<file path="config.mk">
export PLATFORM = sky130hd
export DESIGN_NAME = fractional_divider_mn_search
export DESIGN_NICKNAME = d
export VERILOG_FILES = /design/src/hdl/fdmns_pkg.sv /design/src/hdl/fdmns_div.sv /design/src/hdl/fractional_divider_mn_search.sv
export SDC_FILE = /design/constraint.sdc
export NUM_CORES = 1
export LEC_CHECK = 0
export CORE_MARGIN = 1.5
export CORE_UTILIZATION = 60
export CTS_CLUSTER_SIZE = 40
export DETAILED_ROUTE_END_ITERATION = 6
export DONT_BUFFER_PORTS = 1
export HOLD_SLACK_MARGIN = 0.15
export PLACE_DENSITY_LB_ADDON = 0.15
export REMOVE_ABC_BUFFERS = 1
export SLEW_MARGIN = 15
export SYNTH_ARGS = -nofsm -noshare
export SYNTH_HDL_FRONTEND = slang
export SYNTH_SLANG_ARGS = --single-unit
</file>
<file path="constraint.sdc">
create_clock -name clk -period 10.5 [get_ports clk]
set_clock_uncertainty 0.1 [all_clocks]
set_input_delay 1.575 -clock clk [delete_from_list [all_inputs] [get_ports clk]]
set_output_delay 1.575 -clock clk [all_outputs]
set_load 0.02 [all_outputs]
</file>
<file path="src/hdl/fdmns_pkg.sv">
`timescale 1ns / 1ps
// ----------------------------------------------------------------------------
// fdmns_pkg: shared definitions for the fractional divider M/N search
// Field widths, search limits, status codes and the divider status struct.
// ----------------------------------------------------------------------------
package fdmns_pkg;

	// Field widths
	localparam int RATE_W = 32;
	localparam int M_W    = 9;
	localparam int N_W    = 20;
	localparam int CNT_W  = $clog2(RATE_W);
	// Full quotient of parent*M/rate for any M up to M_MAX
	localparam int NACC_W = RATE_W + M_W;

	// Search limits
	localparam logic [M_W-1:0] M_MAX = M_W'(511);
	localparam logic [N_W-1:0] N_MAX = N_W'(1048575);
	localparam logic [M_W-1:0] M_MIN = M_W'(1);

	// Result status codes
	typedef enum logic [1:0] {
		FIT_EXACT     = 2'd0,
		FIT_APPROX    = 2'd1,
		FIT_NONE      = 2'd2,
		FIT_RATE_ZERO = 2'd3
	} fit_status_t;

	// Divider handshake toward the sequencer
	typedef struct packed {
		logic busy;
		logic done;
	} div_stat_t;

endpackage

</file>
<file path="src/hdl/fdmns_div.sv">
`timescale 1ns / 1ps
// ----------------------------------------------------------------------------
// fdmns_div: serial restoring divider
// Produces one quotient bit per cycle; quotient and remainder are valid in
// the cycle that done is high and hold until the next start.
// ----------------------------------------------------------------------------
module fdmns_div (
	input  logic                        clk,
	input  logic                        arst_n,
	input  logic                        start,
	input  logic [fdmns_pkg::RATE_W-1:0] dividend,
	input  logic [fdmns_pkg::RATE_W-1:0] divisor,
	output fdmns_pkg::div_stat_t        stat,
	output logic [fdmns_pkg::RATE_W-1:0] quotient,
	output logic [fdmns_pkg::RATE_W-1:0] remainder
);
	import fdmns_pkg::*;

	logic [RATE_W-1:0] quo_q;
	logic [RATE_W-1:0] rem_q;
	logic [RATE_W-1:0] dsr_q;
	logic [CNT_W-1:0]  cnt_q;
	logic              busy_q;
	logic              done_q;

	logic [RATE_W:0]   rem_sh;
	logic [RATE_W+1:0] trial;
	logic              fits;

	// Shift in the next dividend bit and try the subtract
	always_comb begin
		rem_sh = {rem_q, quo_q[RATE_W-1]};
		trial  = {1'b0, rem_sh} - {2'b00, dsr_q};
		fits   = ~trial[RATE_W+1];
	end

	// Control: count the steps, pulse done at the end
	always_ff @(posedge clk or negedge arst_n) begin
		if (!arst_n) begin
			busy_q <= 1'b0;
			done_q <= 1'b0;
			cnt_q  <= '0;
		end else begin
			done_q <= 1'b0;
			if (start) begin
				busy_q <= 1'b1;
				cnt_q  <= CNT_W'(RATE_W - 1);
			end else if (busy_q) begin
				cnt_q <= cnt_q - CNT_W'(1);
				if (cnt_q == '0) begin
					busy_q <= 1'b0;
					done_q <= 1'b1;
				end
			end
		end
	end

	// Datapath: one quotient bit per step
	always_ff @(posedge clk) begin
		if (start) begin
			quo_q <= dividend;
			rem_q <= '0;
			dsr_q <= divisor;
		end else if (busy_q) begin
			quo_q <= {quo_q[RATE_W-2:0], fits};
			rem_q <= fits ? trial[RATE_W-1:0] : rem_sh[RATE_W-1:0];
		end
	end

	assign stat      = '{busy: busy_q, done: done_q};
	assign quotient  = quo_q;
	assign remainder = rem_q;

endmodule

</file>
<file path="src/hdl/fractional_divider_mn_search.sv">
`timescale 1ns / 1ps
// ----------------------------------------------------------------------------
// fractional_divider_mn_search: M/N term search for a fractional divider
// For each accepted request the search runs the serial division, then a check
// of parent/rate; when the parent rate is an exact multiple of rate that fits,
// the result register is then loaded. Otherwise the check is followed by a
// scan over all 511 values of M, from 1 to 511, and then the load of the result
// register. A zero rate skips the division and goes straight to the load of
// the result register. The search runs on the serial divider and the single
// step-per-M scan datapath, which tracks N and the remainder of parent*M/rate
// by adding the quotient and remainder of parent/rate once per step. The
// request side stalls from acceptance until the result is handed to the
// output register; a finished result can wait on the output while the next
// request is accepted. post_divider is constant 1.
// ----------------------------------------------------------------------------
module fractional_divider_mn_search (
	input  logic                         clk,
	input  logic                         arst_n,
	// Request channel
	input  logic                         req_valid,
	output logic                         req_stall,
	input  logic [fdmns_pkg::RATE_W-1:0] rate,
	input  logic [fdmns_pkg::RATE_W-1:0] src_rate,
	// Result channel
	output logic                         res_valid,
	input  logic                         res_stall,
	output logic [fdmns_pkg::M_W-1:0]    m_value,
	output logic [fdmns_pkg::N_W-1:0]    n_value,
	output logic                         post_divider,
	output logic [fdmns_pkg::RATE_W-1:0] residue,
	output logic [1:0]                   status
);
	import fdmns_pkg::*;

	typedef enum logic [2:0] {
		S_IDLE,
		S_DIVIDE,
		S_CHECK,
		S_SCAN,
		S_DONE
	} state_t;

	state_t            state_q;

	// Request and division results
	logic [RATE_W-1:0] rate_q;
	logic [RATE_W-1:0] q0_q;
	logic [RATE_W-1:0] r0_q;
	logic [RATE_W-1:0] rc_q;

	// Scan point
	logic [M_W-1:0]    m_q;
	logic [NACC_W-1:0] n_q;
	logic [RATE_W-1:0] r_q;

	// Best pair so far
	logic              found_q;
	logic [M_W-1:0]    best_m_q;
	logic [N_W-1:0]    best_n_q;
	logic [RATE_W-1:0] best_r_q;

	// Pending result
	logic [M_W-1:0]    pm_q;
	logic [N_W-1:0]    pn_q;
	logic [RATE_W-1:0] pr_q;
	fit_status_t       ps_q;

	// Output register
	logic              res_valid_q;
	logic [M_W-1:0]    m_out_q;
	logic [N_W-1:0]    n_out_q;
	logic [RATE_W-1:0] r_out_q;
	fit_status_t       s_out_q;

	logic              req_accept;
	logic              div_start;
	div_stat_t         div_stat;
	logic [RATE_W-1:0] div_quo;
	logic [RATE_W-1:0] div_rem;

	logic              direct_fit;
	logic              pair_ok;
	logic              take_pair;
	logic [RATE_W:0]   r_sub;
	logic              wrap;
	logic [RATE_W-1:0] r_next;
	logic [NACC_W-1:0] n_next;
	logic              nf_found;
	logic [M_W-1:0]    nf_m;
	logic [N_W-1:0]    nf_n;
	logic [RATE_W-1:0] nf_r;
	logic              out_free;
	logic              out_load;

	assign req_stall  = (state_q != S_IDLE);
	assign req_accept = req_valid & ~req_stall;
	assign div_start  = req_accept & (rate != '0);
	assign out_free   = ~res_valid_q | ~res_stall;
	assign out_load   = (state_q == S_DONE) & out_free;

	fdmns_div u_div (
		.clk       (clk),
		.arst_n    (arst_n),
		.start     (div_start),
		.dividend  (src_rate),
		.divisor   (rate),
		.stat      (div_stat),
		.quotient  (div_quo),
		.remainder (div_rem)
	);

	// Direct multiple test on parent/rate
	assign direct_fit = (r0_q == '0) && (q0_q >= RATE_W'(2))
		&& (q0_q <= RATE_W'(N_MAX));

	// Qualify the current scan point and fold it into the best pair
	always_comb begin
		pair_ok   = (n_q >= NACC_W'({m_q, 1'b0})) && (n_q <= NACC_W'(N_MAX));
		take_pair = pair_ok && (!found_q || (r_q <= best_r_q));
		nf_found  = found_q | pair_ok;
		nf_m      = take_pair ? m_q : best_m_q;
		nf_n      = take_pair ? n_q[N_W-1:0] : best_n_q;
		nf_r      = take_pair ? r_q : best_r_q;
	end

	// Advance to M+1: add parent/rate, carry when the remainder wraps
	always_comb begin
		r_sub  = {1'b0, r_q} - {1'b0, rc_q};
		wrap   = ~r_sub[RATE_W];
		r_next = wrap ? r_sub[RATE_W-1:0] : (r_q + r0_q);
		n_next = n_q + NACC_W'(q0_q) + NACC_W'(wrap);
	end

	// Sequencer
	always_ff @(posedge clk or negedge arst_n) begin
		if (!arst_n) begin
			state_q     <= S_IDLE;
			res_valid_q <= 1'b0;
			found_q     <= 1'b0;
		end else begin
			if (out_load) begin
				res_valid_q <= 1'b1;
			end else if (res_valid_q && !res_stall) begin
				res_valid_q <= 1'b0;
			end
			case (state_q)
				S_IDLE: begin
					if (req_accept) begin
						if (rate == '0) begin
							state_q <= S_DONE;
						end else begin
							state_q <= S_DIVIDE;
						end
					end
				end
				S_DIVIDE: begin
					if (div_stat.done) begin
						state_q <= S_CHECK;
					end
				end
				S_CHECK: begin
					found_q <= 1'b0;
					if (direct_fit) begin
						state_q <= S_DONE;
					end else begin
						state_q <= S_SCAN;
					end
				end
				S_SCAN: begin
					found_q <= nf_found;
					if (m_q == M_MAX) begin
						state_q <= S_DONE;
					end
				end
				S_DONE: begin
					if (out_free) begin
						state_q <= S_IDLE;
					end
				end
				default: begin
					state_q <= S_IDLE;
				end
			endcase
		end
	end

	// Datapath registers
	always_ff @(posedge clk) begin
		case (state_q)
			S_IDLE: begin
				if (req_accept) begin
					rate_q <= rate;
					pm_q   <= '0;
					pn_q   <= '0;
					pr_q   <= '0;
					ps_q   <= FIT_RATE_ZERO;
				end
			end
			S_DIVIDE: begin
				if (div_stat.done) begin
					q0_q <= div_quo;
					r0_q <= div_rem;
				end
			end
			S_CHECK: begin
				// Start the scan at M = 1
				m_q  <= M_MIN;
				n_q  <= NACC_W'(q0_q);
				r_q  <= r0_q;
				rc_q <= rate_q - r0_q;
				pm_q <= M_MIN;
				pn_q <= q0_q[N_W-1:0];
				pr_q <= '0;
				ps_q <= FIT_EXACT;
			end
			S_SCAN: begin
				best_m_q <= nf_m;
				best_n_q <= nf_n;
				best_r_q <= nf_r;
				m_q      <= m_q + M_W'(1);
				n_q      <= n_next;
				r_q      <= r_next;
				if (m_q == M_MAX) begin
					if (nf_found) begin
						pm_q <= nf_m;
						pn_q <= nf_n;
						pr_q <= nf_r;
						ps_q <= (nf_r == '0) ? FIT_EXACT : FIT_APPROX;
					end else begin
						pm_q <= '0;
						pn_q <= '0;
						pr_q <= '0;
						ps_q <= FIT_NONE;
					end
				end
			end
			S_DONE: begin
				if (out_free) begin
					m_out_q <= pm_q;
					n_out_q <= pn_q;
					r_out_q <= pr_q;
					s_out_q <= ps_q;
				end
			end
			default: begin
			end
		endcase
	end

	assign res_valid    = res_valid_q;
	assign m_value      = m_out_q;
	assign n_value      = n_out_q;
	assign post_divider = 1'b1;
	assign residue      = r_out_q;
	assign status       = s_out_q;

endmodule
</file>
Word-level counts from Yosys, hierarchy flattened:

Cells that the tools add are included.

* add/subtract/negate cells: 8
* order comparisons: 5
* equal/unequal tests: 9
* multiplexer cells: 45
* bitwise logic cells: 10
* reductions and logical operators: 24

Operator list (count)
* two-way mux 32 bit: 8
* zero test 32 bit: 3
* case mux 32 bit (3 select lines): 1
* case mux 41 bit (2 select lines): 1
* two-way mux 20 bit: 4
* case mux 32 bit (2 select lines): 1
* case mux 20 bit (3 select lines): 1
* adder 41 x 1 -> 41 bit: 1
* adder 41 x 32 -> 41 bit: 1
* >= comparator 41 x 10 -> 1 bit: 1
* less-or-equal comparator 41 x 20 -> 1 bit, second input constant: 1
* two-way mux 9 bit: 4
* subtractor 33 x 32 -> 34 bit: 1
* subtractor 32 x 32 -> 33 bit: 1
* adder 32 bit: 1
* >= comparator 32 x 2 -> 1 bit, second input constant: 1
* less-or-equal comparator 32 x 20 -> 1 bit, second input constant: 1
* less-or-equal comparator 32 bit: 1
* nonzero test 32 bit: 1
* subtractor 32 bit: 1
* case mux 9 bit (3 select lines): 1
* two-way mux 3 bit: 6
* case mux 9 bit (2 select lines): 1
* case mux 3 bit (5 select lines): 1
* other kinds (26): 57

* bits in registers: 505
* bits of input ports: 68
* output and inout port bits: 66

Longest topological paths before layout:

* depth in word-level cells: 9
* mapped depth: 25

Hierarchy:

From an unflattened synthesis, not the netlist that was laid out.

* cell total of the unflattened synthesis: 2553
* area, all modules: 28632.5 um^2

By module, submodules not included
* fractional_divider_mn_search: instances 1, cells an instance 1989, area each 22749.3 um^2
* fdmns_div: instances 1, cells an instance 564, area each 5883.1 um^2

Least setup slack after synthesis:

OpenSTA, ideal clock, no wires.

* path kind: flip-flop to flip-flop
* from: reg state_q[0]
* to: reg q0_q[0], enable pin
* data arrival time: 6830 ps
* slack: 2925 ps
* stages on the path, launching flop included: 3
* buffers on the path: 1
* clock period less this slack: 7575 ps
* path through: dfrtp_1 > clkbuf_1 > nor4bb_1

* longest elaborated chain between the ends: 2

RTL lines
* from (decl): RTL line fractional_divider_mn_search.sv:43 `state_t state_q;`
* from (signal assigned): RTL line fractional_divider_mn_search.sv:137 `state_q <= S_IDLE;`
* from (signal assigned): RTL line fractional_divider_mn_search.sv:150 `state_q <= S_DONE;`
* from (signal assigned): RTL line fractional_divider_mn_search.sv:152 `state_q <= S_DIVIDE;`
* equality test 3 x 1 -> 1 bit: RTL line fractional_divider_mn_search.sv:189 `case (state_q)`
* AND reduction 2 bit (no source line)
* to (signal assigned): RTL line fractional_divider_mn_search.sv:201 `q0_q <= div_quo;`
* to (decl): RTL line fractional_divider_mn_search.sv:47 `logic [RATE_W-1:0] q0_q;`

No other way between the ends.
A chain may end at the register's enable or synchronous reset.

Worst setup path in the final report:

* from: reg r_q[0]
* to: reg n_q[40] (data pin)

* longest elaborated chain between the ends: 4

RTL lines
* from (decl): RTL line fractional_divider_mn_search.sv:54 `logic [RATE_W-1:0] r_q;`
* from (signal assigned): RTL line fractional_divider_mn_search.sv:209 `r_q <= r0_q;`
* from (signal assigned): RTL line fractional_divider_mn_search.sv:222 `r_q <= r_next;`
* subtractor 32 x 32 -> 33 bit: RTL line fractional_divider_mn_search.sv:128 `r_sub = {1'b0, r_q} - {1'b0, rc_q};`
* NOT 1 bit: RTL line fractional_divider_mn_search.sv:129 `wrap = ~r_sub[RATE_W];`
* adder 41 x 1 -> 41 bit: RTL line fractional_divider_mn_search.sv:131 `n_next = n_q + NACC_W'(q0_q) + NACC_W'(wrap);`
* case mux 41 bit (2 select lines): RTL line fractional_divider_mn_search.sv:189
* to (signal assigned): RTL line fractional_divider_mn_search.sv:208 `n_q <= NACC_W'(q0_q);`
* to (signal assigned): RTL line fractional_divider_mn_search.sv:221 `n_q <= n_next;`
* to (decl): RTL line fractional_divider_mn_search.sv:53 `logic [NACC_W-1:0] n_q;`

No other way between the ends.

==> results by group <==
Run status
  – Status: finished, final reports clean

Logic synthesis
  – Post-synth ARST share: 0.0238
  – Main combinational cell family by area after synthesis: compound AO/OA/AOI/OAI gates
  – Post-synthesis xor/xnor area fraction: 0.0457
  – Dominant cells by area after synthesis: edfxtp_1 (50%), ha_1 (9.0%), nand2_1 (3.2%), xnor2_1 (2.9%), a21oi_1 (2.8%)
  – Ys flop type: edfxtp_1
  – Post-synthesis register bit count: roughly 500
  – Synth top cells by count: edfxtp_1 (461), nand2_1 (237), ha_1 (202), inv_1 (187), a21oi_1 (157)
  – Synthesized instance count: approximately 2500
  – Sequential share of the synthesized area: 0.529
  – Syn. warnings: 0
  – Syn avg cell area: between 10 and 15 um^2
  – EDFF count, synth: about 460
  – Most frequent cell after synthesis: edfxtp_1
  – Post-synthesis mux area share: 0.0321
  – Synth unique cells: between 90 and 100
  – Synth Area in Simple Gates: 0.114
  – Compound-Gate Fraction of Synth Area: 0.148
  – Share of the synthesized area in the top cell type: 0.495
  – Yosys top cell by area: edfxtp_1
  – Synth Area in Adders: 0.0947
  – Mapped cell area: about 28000 um^2

Worst setup path
  – Worst EP arrival: about 6500 ps
  – CP Data Required Time: 10740 ps
  – Crit start category: flip-flop
  – Crit-path max FO: 8
  – CP endpoint kind: flip-flop
  – CP Class: flip-flop to flip-flop

Finish
  – Layout area overhead: 8.71%
  – Nets: ~2800
  – Fraction of layout cells with a size suffix above 1: 0.0829
  – ANT cells: 0

Drt
  – 1st-iter DRT viols: ~1600
  – Drt pass-1 iters: 6
  – Routed len/inst: ~21 um
  – Final wirelength: ~65 mm
  – Vias: around 19000
  – Final antenna-violating net count: 0
  – Via-to-Cell Ratio: 6.18
  – DRC: 0

Clock network
  – Clock-pin slew on the worst setup and hold paths: ~60 ps
  – H-tree depth: 2
  – Clock Path Buffers: 3
  – Post-cts repair resize count: 0
  – CTS tree: done
  – CTS Buf Count: 52
  – Postcts setup bufs: 0
  – Clock Latency Late Sink: ~600 ps
  – Num Clock Sinks: 505
  – Clk Tree Root Cell: clkbuf_16
  – Hold_buf cts: 0

Pwr
  – PwrDens: between 100 and 150 nW/um^2
  – Max VDD drop: around 0.14 mV
  – Lkg Pwr: ~12 nW

Floorplanning
  – Core box area: approximately 46000 um^2
  – Initial Util: 0.612
  – Die Width: between 200 and 250 um
  – Die Area: 47900 um^2
  – # rows: approximately 80
  – Die H: between 200 and 250 um
  – I/O pin total: roughly 130

Placed design
  – DP Worst Slack: 4340 ps
  – I/O Buffers: 0
  – RePlAce Congestion: 0.897
  – Post-DP HPWL: about 47 mm

GRT
  – Largest net degree at the start of global routing: roughly 90
  – Initial antenna violation count: 0
  – Vias in the first global route: about 19000
  – Overall routing resource usage: 0.275
  – Grt total ovfl: 0
  – First-pass GRT wire length: between 100 and 150 mm

STA
  – Slew @ Worst Pin: 1110 ps
  – Setup ws final: roughly 4300 ps
  – Final period util: 0.594
  – Slew Viols, Final: 0
  – Slew margin rel.: 0.258
  – Final hold viol count: 0
  – Fmax: between 0.15 and 0.2 GHz
  – Post-route setup TNS: 0 ps
  – RSZ-0062 raised after global routing: false
  – Final Setup Violations: 0
  – Minimum clock period after layout: just over 6000 ps

Worst hold path
  – Worst Hold Class: flip-flop to flip-flop

Job
  – Max cap viols: 0
-- per-stage QoR --
step	hold WS [ps]	instances	power [mW]	area (um^2)	utilization
5_1_grt	317	3122	4.15	30400	0.666
3_5_place_dp	305	3024	2.21	28600	0.627
3_3_place_gp	301	3024	2.21	28600	0.627
2_1_floorplan	300	2407	2.21	27700	-
4_1_cts	310	3121	4.07	30400	0.665
6_report	316	3122	4.04	30400	0.666
-- report_power, final --
part	leakage, nW	switching [mW]	internal, mW
combinational	6.51	0.000553	0.000543
clock	0.840	0.787	1.09
sequential	4.67	0.0000000000000000609	2.16
total	12.0	0.787	3.26
-- final timing paths --
check                      cells after the start                    endpoint  slack (ps)              startpoint
max in group asynchronous                      0         found_q$_DFFE_PN0P_        9660                  arst_n
min in group asynchronous                      0  u_div.cnt_q[3]$_DFFE_PN0P_         550                  arst_n
setup / recovery                              25       n_q[40]$_SDFFCE_PN0P_        4260        r_q[0]$_DFFE_PP_
setup reg to reg                              25       n_q[40]$_SDFFCE_PN0P_        4260        r_q[0]$_DFFE_PP_
hold reg to reg                                0       residue[31]$_DFFE_PP_         320  pr_q[31]$_SDFFCE_PN0P_
hold / removal                                 0       residue[31]$_DFFE_PP_         320  pr_q[31]$_SDFFCE_PN0P_
-- critical path: stages (launching register included) --
cell and delay (ps):
edfxtp_1 400, inv_1 80, ha_1 220, fa_1 400
nand2b_1 190, a21oi_1 210, o41ai_1 120, a21oi_1 370
a21boi_1 210, a21boi_2 260, o221ai_2 190, o211ai_4 200
inv_2 110, fa_1 420, fa_1 420, nor2b_1 170
o2111ai_1 110, nand2_1 100, o41a_1 200, o21ai_1 180
o21ai_1 330, a21bo_2 270, a2111oi_4 120, nor4b_1 350
xnor2_1 170, nor2_1 50
-- layout by cell type (no fill, tap or decap), types with 32 or more instances in the layout --
cell and n:
edfxtp_1 461, nand2_1 236, ha_1 202, inv_1 185, a21oi_1 154, o21ai_0 129, nor2_1 123, xnor2_1 93
a21o_1 77, nor2b_1 63, mux2_2 58, nor4_1 56, xor2_1 53, clkbuf_16 52, a211oi_1 44, nand2b_1 33
dfxtp_1 32
-- logic make-up after synthesis --
group	after synthesis
AOI/OAI and AO/OA	616
other	1
xor gates and xnor gates	146
muxes	82
buffers and inverters	255
adders and majority gates	208
and+or+nand+nor	659
DFF	505
-- state kept, by name (all words and copies together) (netlist names), 5 cells and up --
register         flops
best_m_q             9
best_n_q            20
best_r_q            32
m_q                  9
m_value              9
n_q                 41
n_value             20
pm_q                 9
pn_q                20
pr_q                32
q0_q                32
r0_q                32
r_q                 32
rate_q              32
rc_q                32
residue             32
u_div.cnt_q          5
u_div.dsr_q         32
u_div.quotient      32
u_div.remainder     32
-- metal layers --
metal  GRT usage  share of wire
met1       0.410           0.47
met2       0.403           0.43
met3      0.0531          0.076
met4      0.0922          0.028
met5           0              0
-- layout make-up --
type / instances / area (um^2)
Tap cell: 600 / 751
Clock buffer: 64 / 1390
Sequential cell: 505 / 14800
Clock inverter: 33 / 357
Timing Repair Buffer: 18 / 155
Inverter: 190 / 714
Fill cell: 3434 / 15300
Multi-Input combinational cell: 1712 / 12300
(Power assumes the default switching activity.)
